File: config.mk
export PLATFORM = sky130hd
export DESIGN_NAME = deterministic_lock_queue_table
export DESIGN_NICKNAME = d
export VERILOG_FILES = /design/src/rtl/dlqt_pkg.sv /design/src/rtl/dlqt_ram.sv /design/src/rtl/dlqt_ctrl.sv /design/src/rtl/dlqt_dp.sv /design/src/rtl/deterministic_lock_queue_table.sv
export SDC_FILE = /design/constraint.sdc
export NUM_CORES = 2
export LEC_CHECK = 0
export BUFFER_PORTS_ARGS = -buffer_cell sky130_fd_sc_hd__buf_4
export CELL_PAD_IN_SITES_DETAIL_PLACEMENT = 0
export CELL_PAD_IN_SITES_GLOBAL_PLACEMENT = 1
export CORE_MARGIN = 2
export CORE_UTILIZATION = 43
export CTS_BUF_LIST = sky130_fd_sc_hd__clkbuf_16
export CTS_CLUSTER_DIAMETER = 100
export DETAILED_ROUTE_END_ITERATION = 16
export GPL_TIMING_DRIVEN = 1
export PLACE_DENSITY_LB_ADDON = 0.1
export SKIP_LAST_GASP = 1
export SYNTH_ARGS = -nofsm -noshare
export SYNTH_HDL_FRONTEND = slang
export SYNTH_HIERARCHICAL = 1
export SYNTH_SLANG_ARGS = --single-unit
File: constraint.sdc
create_clock -name i_clk -period 10.1 [get_ports i_clk]
set_input_delay 1.515 -clock i_clk [delete_from_list [all_inputs] [get_ports i_clk]]
set_output_delay 1.515 -clock i_clk [all_outputs]
set_load 0.005 [all_outputs]
File: src/rtl/dlqt_pkg.sv
package dlqt_pkg;

    localparam int TABLE_ENTRIES = 16;
    localparam int QUEUE_DEPTH   = 8;
    localparam int THREAD_BITS   = 8;

    localparam int ADDR_W = 48;
    localparam int IDX_W  = (TABLE_ENTRIES > 1) ? $clog2(TABLE_ENTRIES) : 1;
    localparam int CNT_W  = $clog2(QUEUE_DEPTH + 1);
    localparam int ROW_W  = QUEUE_DEPTH * THREAD_BITS;

    typedef enum logic [1:0] {
        OP_ENQUEUE = 2'd0,
        OP_POLL    = 2'd1,
        OP_RELEASE = 2'd2,
        OP_NONE    = 2'd3
    } t_op;

    typedef enum logic [2:0] {
        STS_QUEUED     = 3'd0,
        STS_GRANTED    = 3'd1,
        STS_WAITING    = 3'd2,
        STS_RELEASED   = 3'd3,
        STS_TABLE_FULL = 3'd4,
        STS_QUEUE_FULL = 3'd5
    } t_status;

    typedef enum logic {
        ST_IDLE,
        ST_EXEC
    } t_state;

    typedef struct packed {
        logic load;
        logic commit;
    } t_dp_cmd;

    typedef struct packed {
        logic out_full;
    } t_dp_sts;

endpackage

File: src/rtl/dlqt_ram.sv
module dlqt_ram #(
    parameter int WIDTH = 8,
    parameter int DEPTH = 16
) (
    input  logic                                       i_clk,
    input  logic                                       i_we,
    input  logic [((DEPTH > 1) ? $clog2(DEPTH) : 1)-1:0] i_waddr,
    input  logic [WIDTH-1:0]                           i_wdata,
    input  logic                                       i_re,
    input  logic [((DEPTH > 1) ? $clog2(DEPTH) : 1)-1:0] i_raddr,
    output logic [WIDTH-1:0]                           o_rdata
);

    logic [WIDTH-1:0] r_mem [DEPTH];
    logic [WIDTH-1:0] r_rdata;

    always_ff @(posedge i_clk) begin
        if (i_we) begin
            r_mem[i_waddr] <= i_wdata;
        end
        if (i_re) begin
            r_rdata <= r_mem[i_raddr];
        end
    end

    assign o_rdata = r_rdata;

endmodule

File: src/rtl/dlqt_ctrl.sv
module dlqt_ctrl (
    input  logic               i_clk,
    input  logic               i_rst_n,
    input  logic               i_valid,
    output logic               o_stall,
    input  dlqt_pkg::t_dp_sts  i_sts,
    output dlqt_pkg::t_dp_cmd  o_cmd
);

    dlqt_pkg::t_state r_state;
    dlqt_pkg::t_state n_state;

    always_ff @(posedge i_clk) begin
        if (!i_rst_n) begin
            r_state <= dlqt_pkg::ST_IDLE;
        end else begin
            r_state <= n_state;
        end
    end

    always_comb begin
        n_state      = r_state;
        o_cmd.load   = 1'b0;
        o_cmd.commit = 1'b0;
        o_stall      = 1'b1;
        case (r_state)
            dlqt_pkg::ST_IDLE: begin
                o_stall = 1'b0;
                if (i_valid) begin
                    o_cmd.load = 1'b1;
                    n_state    = dlqt_pkg::ST_EXEC;
                end
            end
            dlqt_pkg::ST_EXEC: begin
                if (!i_sts.out_full) begin
                    o_cmd.commit = 1'b1;
                    n_state      = dlqt_pkg::ST_IDLE;
                end
            end
            default: begin
                n_state = dlqt_pkg::ST_IDLE;
            end
        endcase
    end

endmodule

File: src/rtl/dlqt_dp.sv
module dlqt_dp (
    input  logic                                i_clk,
    input  logic                                i_rst_n,
    input  dlqt_pkg::t_dp_cmd                   i_cmd,
    output dlqt_pkg::t_dp_sts                   o_sts,
    input  logic [1:0]                          i_operation,
    input  logic [dlqt_pkg::ADDR_W-1:0]         i_lock_addr,
    input  logic [7:0]                          i_thread_id,
    input  logic                                i_stall,
    output logic                                o_valid,
    output logic [2:0]                          o_status,
    output logic                                o_holder_valid,
    output logic [7:0]                          o_holder_thread,
    output logic [3:0]                          o_queue_length
);

    localparam int TE = dlqt_pkg::TABLE_ENTRIES;
    localparam int QD = dlqt_pkg::QUEUE_DEPTH;
    localparam int TB = dlqt_pkg::THREAD_BITS;

    logic                          r_used   [TE];
    logic [dlqt_pkg::ADDR_W-1:0]   r_addr   [TE];
    logic                          r_free   [TE];
    logic [TB-1:0]                 r_holder [TE];
    logic [dlqt_pkg::CNT_W-1:0]    r_count  [TE];

    dlqt_pkg::t_op                 r_op;
    logic [dlqt_pkg::ADDR_W-1:0]   r_key;
    logic [TB-1:0]                 r_tid;
    logic                          r_hit;
    logic                          r_avail;
    logic [dlqt_pkg::IDX_W-1:0]    r_idx;

    logic                          r_out_valid;
    logic [2:0]                    r_status;
    logic                          r_holder_valid;
    logic [7:0]                    r_holder_thread;
    logic [3:0]                    r_queue_length;

    logic                          l_hit;
    logic                          l_avail;
    logic [dlqt_pkg::IDX_W-1:0]    l_hit_idx;
    logic [dlqt_pkg::IDX_W-1:0]    l_free_idx;
    logic [dlqt_pkg::IDX_W-1:0]    l_idx;

    logic [dlqt_pkg::ROW_W-1:0]    w_row;
    logic [TB-1:0]                 w_q     [QD];
    logic                          w_le    [QD];
    logic [dlqt_pkg::ROW_W-1:0]    w_ins_row;
    logic [dlqt_pkg::ROW_W-1:0]    w_pop_row;
    logic [dlqt_pkg::CNT_W-1:0]    w_cnt;
    logic                          w_row_we;

    logic                          x_write_row;
    logic [dlqt_pkg::ROW_W-1:0]    x_row;
    logic                          x_alloc;
    logic                          x_reclaim;
    logic                          x_exists;
    logic                          x_upd;
    logic                          x_free;
    logic [TB-1:0]                 x_holder;
    logic [dlqt_pkg::CNT_W-1:0]    x_count;
    dlqt_pkg::t_status             x_status;

    always_comb begin
        l_hit      = 1'b0;
        l_avail    = 1'b0;
        l_hit_idx  = '0;
        l_free_idx = '0;
        for (int i = TE - 1; i >= 0; i--) begin
            if (r_used[i] && (r_addr[i] == i_lock_addr)) begin
                l_hit     = 1'b1;
                l_hit_idx = dlqt_pkg::IDX_W'(i);
            end
            if (!r_used[i]) begin
                l_avail    = 1'b1;
                l_free_idx = dlqt_pkg::IDX_W'(i);
            end
        end
        l_idx = l_hit ? l_hit_idx : l_free_idx;
    end

    always_ff @(posedge i_clk) begin
        if (i_cmd.load) begin
            r_op    <= dlqt_pkg::t_op'(i_operation);
            r_key   <= i_lock_addr;
            r_tid   <= TB'(i_thread_id);
            r_hit   <= l_hit;
            r_avail <= l_avail;
            r_idx   <= l_idx;
        end
    end

    assign w_row_we = i_cmd.commit && x_write_row;

    dlqt_ram #(
        .WIDTH (dlqt_pkg::ROW_W),
        .DEPTH (TE)
    ) u_queue_ram (
        .i_clk   (i_clk),
        .i_we    (w_row_we),
        .i_waddr (r_idx),
        .i_wdata (x_row),
        .i_re    (i_cmd.load),
        .i_raddr (l_idx),
        .o_rdata (w_row)
    );

    // The queue is sorted, so the lanes at or below the new id form a prefix.
    always_comb begin
        w_cnt = r_hit ? r_count[r_idx] : '0;
        for (int k = 0; k < QD; k++) begin
            w_q[k]  = w_row[k*TB +: TB];
            w_le[k] = (dlqt_pkg::CNT_W'(k) < w_cnt) && (w_q[k] <= r_tid);
        end
        for (int k = 0; k < QD; k++) begin
            if (w_le[k]) begin
                w_ins_row[k*TB +: TB] = w_q[k];
            end else if (k == 0) begin
                w_ins_row[k*TB +: TB] = r_tid;
            end else if (w_le[(k > 0) ? k - 1 : 0]) begin
                w_ins_row[k*TB +: TB] = r_tid;
            end else begin
                w_ins_row[k*TB +: TB] = w_q[(k > 0) ? k - 1 : 0];
            end
            w_pop_row[k*TB +: TB] = w_q[(k < QD - 1) ? k + 1 : k];
        end
    end

    always_comb begin
        x_write_row = 1'b0;
        x_row       = w_ins_row;
        x_alloc     = 1'b0;
        x_reclaim   = 1'b0;
        x_upd       = 1'b0;
        x_exists    = r_hit;
        x_free      = r_hit ? r_free[r_idx] : 1'b1;
        x_holder    = r_hit ? r_holder[r_idx] : '0;
        x_count     = w_cnt;
        x_status    = dlqt_pkg::STS_WAITING;
        case (r_op)
            dlqt_pkg::OP_ENQUEUE: begin
                if (r_hit && (w_cnt >= dlqt_pkg::CNT_W'(QD))) begin
                    x_status = dlqt_pkg::STS_QUEUE_FULL;
                end else if (!r_hit && !r_avail) begin
                    x_status = dlqt_pkg::STS_TABLE_FULL;
                end else begin
                    x_status    = dlqt_pkg::STS_QUEUED;
                    x_write_row = 1'b1;
                    x_upd       = 1'b1;
                    x_alloc     = !r_hit;
                    x_exists    = 1'b1;
                    x_count     = w_cnt + dlqt_pkg::CNT_W'(1);
                end
            end
            dlqt_pkg::OP_POLL: begin
                if (r_hit && x_free && (w_cnt != '0) && (w_q[0] == r_tid)) begin
                    x_status    = dlqt_pkg::STS_GRANTED;
                    x_write_row = 1'b1;
                    x_row       = w_pop_row;
                    x_upd       = 1'b1;
                    x_free      = 1'b0;
                    x_holder    = r_tid;
                    x_count     = w_cnt - dlqt_pkg::CNT_W'(1);
                end
            end
            dlqt_pkg::OP_RELEASE: begin
                x_status = dlqt_pkg::STS_RELEASED;
                if (r_hit) begin
                    x_upd    = 1'b1;
                    x_free   = 1'b1;
                    x_holder = '0;
                    if (w_cnt == '0) begin
                        x_reclaim = 1'b1;
                        x_exists  = 1'b0;
                    end
                end
            end
            default: begin
                x_status = dlqt_pkg::STS_WAITING;
            end
        endcase
    end

    always_ff @(posedge i_clk) begin
        if (!i_rst_n) begin
            for (int i = 0; i < TE; i++) begin
                r_used[i]   <= 1'b0;
                r_free[i]   <= 1'b1;
                r_holder[i] <= '0;
                r_count[i]  <= '0;
            end
        end else if (i_cmd.commit && x_upd) begin
            r_free[r_idx]   <= x_free;
            r_holder[r_idx] <= x_holder;
            r_count[r_idx]  <= x_count;
            if (x_alloc) begin
                r_used[r_idx] <= 1'b1;
            end else if (x_reclaim) begin
                r_used[r_idx] <= 1'b0;
            end
        end
    end

    always_ff @(posedge i_clk) begin
        if (i_cmd.commit && x_alloc) begin
            r_addr[r_idx] <= r_key;
        end
    end

    always_ff @(posedge i_clk) begin
        if (!i_rst_n) begin
            r_out_valid <= 1'b0;
        end else if (i_cmd.commit) begin
            r_out_valid <= 1'b1;
        end else if (!i_stall) begin
            r_out_valid <= 1'b0;
        end
    end

    always_ff @(posedge i_clk) begin
        if (i_cmd.commit) begin
            r_status        <= x_status;
            r_holder_valid  <= x_exists && !x_free;
            r_holder_thread <= (x_exists && !x_free) ? 8'(x_holder) : 8'd0;
            r_queue_length  <= x_exists ? 4'(x_count) : 4'd0;
        end
    end

    assign o_sts.out_full   = r_out_valid && i_stall;
    assign o_valid          = r_out_valid;
    assign o_status         = r_status;
    assign o_holder_valid   = r_holder_valid;
    assign o_holder_thread  = r_holder_thread;
    assign o_queue_length   = r_queue_length;

    a_commit_shows_result: assert property (@(posedge i_clk) disable iff (!i_rst_n)
        i_cmd.commit |=> r_out_valid)
        else $error("result register not loaded after commit");

    a_count_bounded: assert property (@(posedge i_clk) disable iff (!i_rst_n)
        (i_cmd.commit && x_upd) |-> (x_count <= dlqt_pkg::CNT_W'(QD)))
        else $error("queue count beyond queue depth");

    a_no_idle_entry: assert property (@(posedge i_clk) disable iff (!i_rst_n)
        (r_used[r_idx] && (r_count[r_idx] == '0)) |-> !r_free[r_idx])
        else $error("used entry is free with an empty queue");

    a_no_commit_on_full: assert property (@(posedge i_clk) disable iff (!i_rst_n)
        i_cmd.commit |-> !(r_out_valid && i_stall))
        else $error("commit while a result is still waiting");

endmodule

File: src/rtl/deterministic_lock_queue_table.sv
// Lock queue table: each item passes through an idle (transfer) state and an execute state. In the
// transfer cycle the lock address is compared against all table entries at once and the
// entry's queue row is read from the queue RAM; in the execute state the sorted insert or
// head pop is done on that row, the row is written back and the result register is loaded.
// The input side stalls during the execute state. A new transfer is still taken while a
// finished result waits, but its execute state lasts until that result is taken, so the
// input stalls from then on. No clearing pass is needed after reset.
module deterministic_lock_queue_table (
    input  logic                         i_clk,
    input  logic                         i_rst_n,
    input  logic                         i_valid,
    output logic                         o_stall,
    input  logic [1:0]                   i_operation,
    input  logic [dlqt_pkg::ADDR_W-1:0]  i_lock_addr,
    input  logic [7:0]                   i_thread_id,
    output logic                         o_valid,
    input  logic                         i_stall,
    output logic [2:0]                   o_status,
    output logic                         o_holder_valid,
    output logic [7:0]                   o_holder_thread,
    output logic [3:0]                   o_queue_length
);

    dlqt_pkg::t_dp_cmd w_cmd;
    dlqt_pkg::t_dp_sts w_sts;

    dlqt_ctrl u_ctrl (
        .i_clk   (i_clk),
        .i_rst_n (i_rst_n),
        .i_valid (i_valid),
        .o_stall (o_stall),
        .i_sts   (w_sts),
        .o_cmd   (w_cmd)
    );

    dlqt_dp u_dp (
        .i_clk           (i_clk),
        .i_rst_n         (i_rst_n),
        .i_cmd           (w_cmd),
        .o_sts           (w_sts),
        .i_operation     (i_operation),
        .i_lock_addr     (i_lock_addr),
        .i_thread_id     (i_thread_id),
        .i_stall         (i_stall),
        .o_valid         (o_valid),
        .o_status        (o_status),
        .o_holder_valid  (o_holder_valid),
        .o_holder_thread (o_holder_thread),
        .o_queue_length  (o_queue_length)
    );

endmodule

==> results <==
- Leaving out fill and tap cells, the most frequent cells in the layout are sky130_fd_sc_hd__edfxtp_1 (2144), sky130_fd_sc_hd__xor2_1 (485), sky130_fd_sc_hd__mux4_2 (308).
- Sequential elements use 72.5% of the synthesized area.
- After Yosys synthesis, XOR and XNOR cells account for 6.87% of the synthesized area.
- The routed length on met1 is 115000 µm.
- The core region is 0.207 mm².
- The die outline area is 0.212 mm².
- Counting both buffers and inverters, the worst setup path holds a total of 2.
- The total met2 wirelength after detailed routing is 140000 µm.
- For the final database, setup skew stands at 65.0 ps.
- The yosys synthesis warning count is 6.
- The net switching share of the total power is 22.7%.
- The number of maximum-capacitance violations is 1.
- The largest individual stage delay along the critical path comes from the cell sky130_fd_sc_hd__nor4_1.
- The highest clock frequency the design can meet is 153 MHz.
- The category of the most critical setup path is in -> reg.
- The count of buffers added on input and output ports is 79.
- Summing the areas of all and, or, nand and nor instances in the mapped netlist gives 4.99% of the synthesized area.
- The aggregate global-route resource usage is 26.3%.
- Before antenna repair, the detailed router went through 6 iterations.
- VDD sags by at most 0.185 mV.
- The leakage component of the power is 32.0 nW.
- The initial antenna violation count is 33.
- The number of instances on the worst hold path is 0.
- At the pin with the least slew margin, the transition time is 1640 ps.
- Compared with the post-synthesis result, the final layout area differs by 12.4%.
- The signal on the critical path passes through buf_4 > xor2_1 > nor4_1 > nand4_1 > or4_1 > o21ai_0 > nor3_1 > and3_1 > a2111oi_1 > nor2_4 > buf_4 > mux4_2 > a22oi_1 > nand2_1.
- The smallest clock period supported by the final layout is computed as 6550 ps.
- The max-slew headroom at the worst pin is -12.4%.
- The area share of the largest cell type after synthesis is 72.0%.
- The compound-gate portion of the synthesized area is 3.70%.
- On the critical path the largest part of the delay comes from simple AND/OR/NAND/NOR gates.
- The total standard cell area after synthesis is 0.0894 mm².
- Routability-driven placement finished with a final weighted congestion of 0.843.
- The synthesized area divided by synthesized cell count is 17.7 µm².
- The net count after synthesis is 5176.
- The source of the worst hold timing path is u_dp/r_key[28].
- For this run, the post-layout net count is 5359.
- Summed over all layers, the global routing overflow is 0.
- The total count of max-transition violations in the final report is 2.
- The finished layout holds 8124 standard cells, fillers aside.
- The sequential share of power is 53.4%.
- The DRC violation total after the first TritonRoute iteration is 5789.
- The number of clock sinks is 2166.
- After synthesis, the share of cell area in mux cells is 8.91%.
- The average routed wire per standard cell is 34.3 µm.
- In this run, synthesis inferred 2144 flip-flops with an integrated enable.
- The number of clock buffers added by TritonCTS is 223.
- Along the worst path, the maximum fanout reaches 70.
- On the final layout, the worst hold slack is 463 ps.
- During I/O placement, the number of pins put on the boundary was 80.
- The H-tree generated during clock tree synthesis spans 4 levels.
- The pin count of the biggest net entering global routing is 100.
- The clock reaches the later pin of the worst-skew pair after 870 ps.
- The total power of the final layout is 19.1 mW.
- Summing all non-filler instances in the final layout gives an area of 0.101 mm².
- Clock-pin slew was measured on the worst setup and hold paths at 60 ps.
- Once placement finished, the instance area stood at 0.0936 mm².
- The worst register-to-register path has a setup slack of 3790 ps.
- STA classifies the critical path startpoint as an input port.
- The path with the worst hold slack has its endpoint at u_dp/r_addr[11][28].
- The number of gates resized after CTS was 0.
- The power density normalized to cell area is 190 mW/mm².
- The number of hold violations in the final report came to 0.
- The arrival time at the worst endpoint is 7140 ps.
- Summed over all nets, wire length on met3 after detailed routing comes to 17400 µm.
- The library cell used most frequently in the layout, excluding fill and tap cells, is sky130_fd_sc_hd__edfxtp_1.
- The overall die width is 460 µm.
- The setup violation total in the final timing report is 0.
- The initial core utilization is 43.2%.
- The delay of the slowest cell on the worst path is 1100 ps.
- Row generation in the floorplan step produced 167 rows.
- The number of remaining DRC errors is 0.
- The post-synthesis share of cell area spent on full adders, half adders and majority gates is 0.994%.
- By area the synthesized netlist is led by sky130_fd_sc_hd__edfxtp_1 (72%), sky130_fd_sc_hd__mux4_2 (7.8%), sky130_fd_sc_hd__xor2_1 (4.8%).
- Setup repair after global routing left no endpoint under its margin.
- The most used flip-flop cell after synthesis is sky130_fd_sc_hd__edfxtp_1.
- For this design the total switching power over the nets is 4.33 mW.
- After detailed routing, the total wire length is 278000 µm.
- The global-route wire length before repair is 384000 µm.
- The die is 460 µm tall.
- Counting flops and latches in the post-synthesis netlist gives 2166.
- The path class of the lowest-slack min-delay path is reg -> reg.
- The clock tree root driver cell is sky130_fd_sc_hd__clkbuf_16.
- The aggregate negative setup slack is 0 ps.
- The cell-internal power is 14.7 mW.
- By area, the combinational part of the netlist is dominated by multiplexers.
- For the worst flop-to-flop path, the logic depth is 12.
- By instance count, the cell type seen most on the critical path is sky130_fd_sc_hd__buf_4.
- The critical path required time is 10700 ps.
- The timing startpoint of the critical path is i_lock_addr[1].
- Of the total power, the clock network draws 41.0%.
- Hold repair after CTS inserted 0 buffers.
- Counting every instance in the synthesized netlist gives 5043.
- The run finished, with violations left.
- The number of different library cells used by synthesis comes to 84.
- Counting flops with an async set or reset pin after synthesis yields a share of 0%.
- The post-route fraction of the period consumed by the critical path is 64.8%.
- The maximum buffer depth of the clock tree is 3.
- Detailed routing inserted a total of 48.0k vias.
- The wire-length estimate of the detail-placed layout is 157000 µm.
- The number of global-route vias before repair is 47.2k.
- The critical register-to-register path endpoint is u_dp/u_queue_ram/r_mem[0][17].
- The number of placed cells counting well taps is 7705.
- The biggest area contributor in the post-synthesis netlist is sky130_fd_sc_hd__edfxtp_1.
- Of the cells placed in the final design, the portion with a size suffix greater than 1 is 17.5%.
- Combinational logic burns 5.6% of the power.
- STA classifies the critical path endpoint as a flop.
- The TritonCTS clock tree is built.
- The highest routed metal layer is met4.
- The buffers inserted during post-CTS setup optimization is 0.
- In the routed layout, each cell is associated on average with a via count of 5.90.
- The count of nets left with antenna violations once routing finished came out at 0.
- The checks that failed: capacitance limit, slew limit.
[how the worst max path moves through the flow]
stage / slack (ps) / cells past startpoint / endpoint
floorplan: 1720 / 5 / u_dp/u_queue_ram/r_mem[0][0]
global placement: 2560 / 14 / u_dp/u_queue_ram/o_rdata[10]
detailed placement: 2640 / 14 / u_dp/u_queue_ram/o_rdata[22]
CTS: 3580 / 14 / u_dp/u_queue_ram/o_rdata[22]
global route: 3330 / 13 / u_dp/u_queue_ram/r_mem[0][3]
finish: 3550 / 14 / u_dp/u_queue_ram/o_rdata[13]
[synthesized netlist by cell type, types with 7 or more instances]
cell type                   instances
sky130_fd_sc_hd__a2111oi_0          7
sky130_fd_sc_hd__a21oi_1           75
sky130_fd_sc_hd__a22oi_1          130
sky130_fd_sc_hd__nor2b_1           53
sky130_fd_sc_hd__mux2_2            25
sky130_fd_sc_hd__a31oi_4            8
sky130_fd_sc_hd__o22ai_1           37
sky130_fd_sc_hd__and2_1            11
sky130_fd_sc_hd__edfxtp_1        2144
sky130_fd_sc_hd__o21ai_0           75
sky130_fd_sc_hd__mux2i_1           44
sky130_fd_sc_hd__nor3_1            42
sky130_fd_sc_hd__nand4_1           96
sky130_fd_sc_hd__clkbuf_1          76
sky130_fd_sc_hd__inv_1             75
sky130_fd_sc_hd__o21a_1            18
sky130_fd_sc_hd__xnor2_1          216
sky130_fd_sc_hd__buf_1             23
sky130_fd_sc_hd__buf_2            148
sky130_fd_sc_hd__nor2_1           274
sky130_fd_sc_hd__o2111ai_1          7
sky130_fd_sc_hd__mux4_1            11
sky130_fd_sc_hd__a221o_1            7
sky130_fd_sc_hd__nand2b_1          44
sky130_fd_sc_hd__a211oi_1           8
sky130_fd_sc_hd__a21o_1            12
sky130_fd_sc_hd__ha_1              71
sky130_fd_sc_hd__nand2_1          149
sky130_fd_sc_hd__mux4_2           308
sky130_fd_sc_hd__dfxtp_1           22
sky130_fd_sc_hd__xor2_1           485
sky130_fd_sc_hd__nor4_1           124
sky130_fd_sc_hd__o2bb2ai_1          8
sky130_fd_sc_hd__buf_4             11
sky130_fd_sc_hd__nand3_1           49
sky130_fd_sc_hd__nand3b_1          11
sky130_fd_sc_hd__buf_6             27
[flip-flops by register name, summed over array words and instances, names as in the netlist, 8 cells and up, named ones only]
| name | count |
|---|---|
| u_dp/o_holder_thread | 8 |
| u_dp/r_addr | 768 |
| u_dp/r_count | 64 |
| u_dp/r_free | 16 |
| u_dp/r_holder | 128 |
| u_dp/r_key | 48 |
| u_dp/r_tid | 8 |
| u_dp/r_used | 16 |
| u_dp/u_queue_ram/o_rdata | 64 |
| u_dp/u_queue_ram/r_mem | 1024 |
[layer usage]
| metal | vias up | GRT usage, % |
|---|---|---|
| met5 | - | 0 |
| met4 | 0 | 6.18 |
| met3 | 336 | 3.24 |
| met2 | 1827 | 44.6 |
| met1 | 25700 | 36.2 |
| li1 | 20100 | - |
[power by group through the flow]
stage | sequential (mW) | clock [mW] | combinational, mW
after floorplan | 10.3 | 0 | 0.576
after global placement | 10.4 | 0 | 1.05
after detailed placement | 10.4 | 0 | 1.06
after CTS | 10.2 | 7.96 | 1.06
after global routing | 10.2 | 8.31 | 1.12
final | 10.2 | 7.82 | 1.06
[cell type report]
cell class | count | area (µm²)
well taps | 2704 | 3380
inverters | 80 | 303
clock buffers | 226 | 5660
fillers | 17300 | 106000
multi-input cells | 2511 | 23100
flip-flops and latches | 2166 | 64800
diodes | 4 | 10.0
repair buffers | 244 | 1960
clock inverters | 189 | 1260
[through the flow]
step / util (%) / setup WS (ps)
6_report: 48.6 / 3550
5_1_grt: 48.6 / 3330
4_1_cts: 48.6 / 3580
3_5_place_dp: 45.2 / 2640
3_3_place_gp: 45.2 / 2560
2_1_floorplan: - / 1720
[cell families after synthesis]
| family | count (synthesis) |
|---|---|
| simple gates | 888 |
| fa+ha+maj | 71 |
| xor+xnor | 701 |
| mux | 390 |
| buf+inv | 366 |
| flops | 2166 |
| compound gates | 461 |
[worst reg2reg max path, stage by stage, from the launching register on]
cell,delay [ps]
sky130_fd_sc_hd__dfxtp_4,630
sky130_fd_sc_hd__buf_4,650
sky130_fd_sc_hd__mux4_1,400
sky130_fd_sc_hd__mux2_2,170
sky130_fd_sc_hd__a211oi_1,50
sky130_fd_sc_hd__a211o_1,600
sky130_fd_sc_hd__nand2_2,320
sky130_fd_sc_hd__nand3_2,230
sky130_fd_sc_hd__a21boi_0,710
sky130_fd_sc_hd__or3b_2,630
sky130_fd_sc_hd__nor3_2,150
sky130_fd_sc_hd__buf_4,550
sky130_fd_sc_hd__buf_4,820
Note: power is estimated with default switching activity, not from simulation.
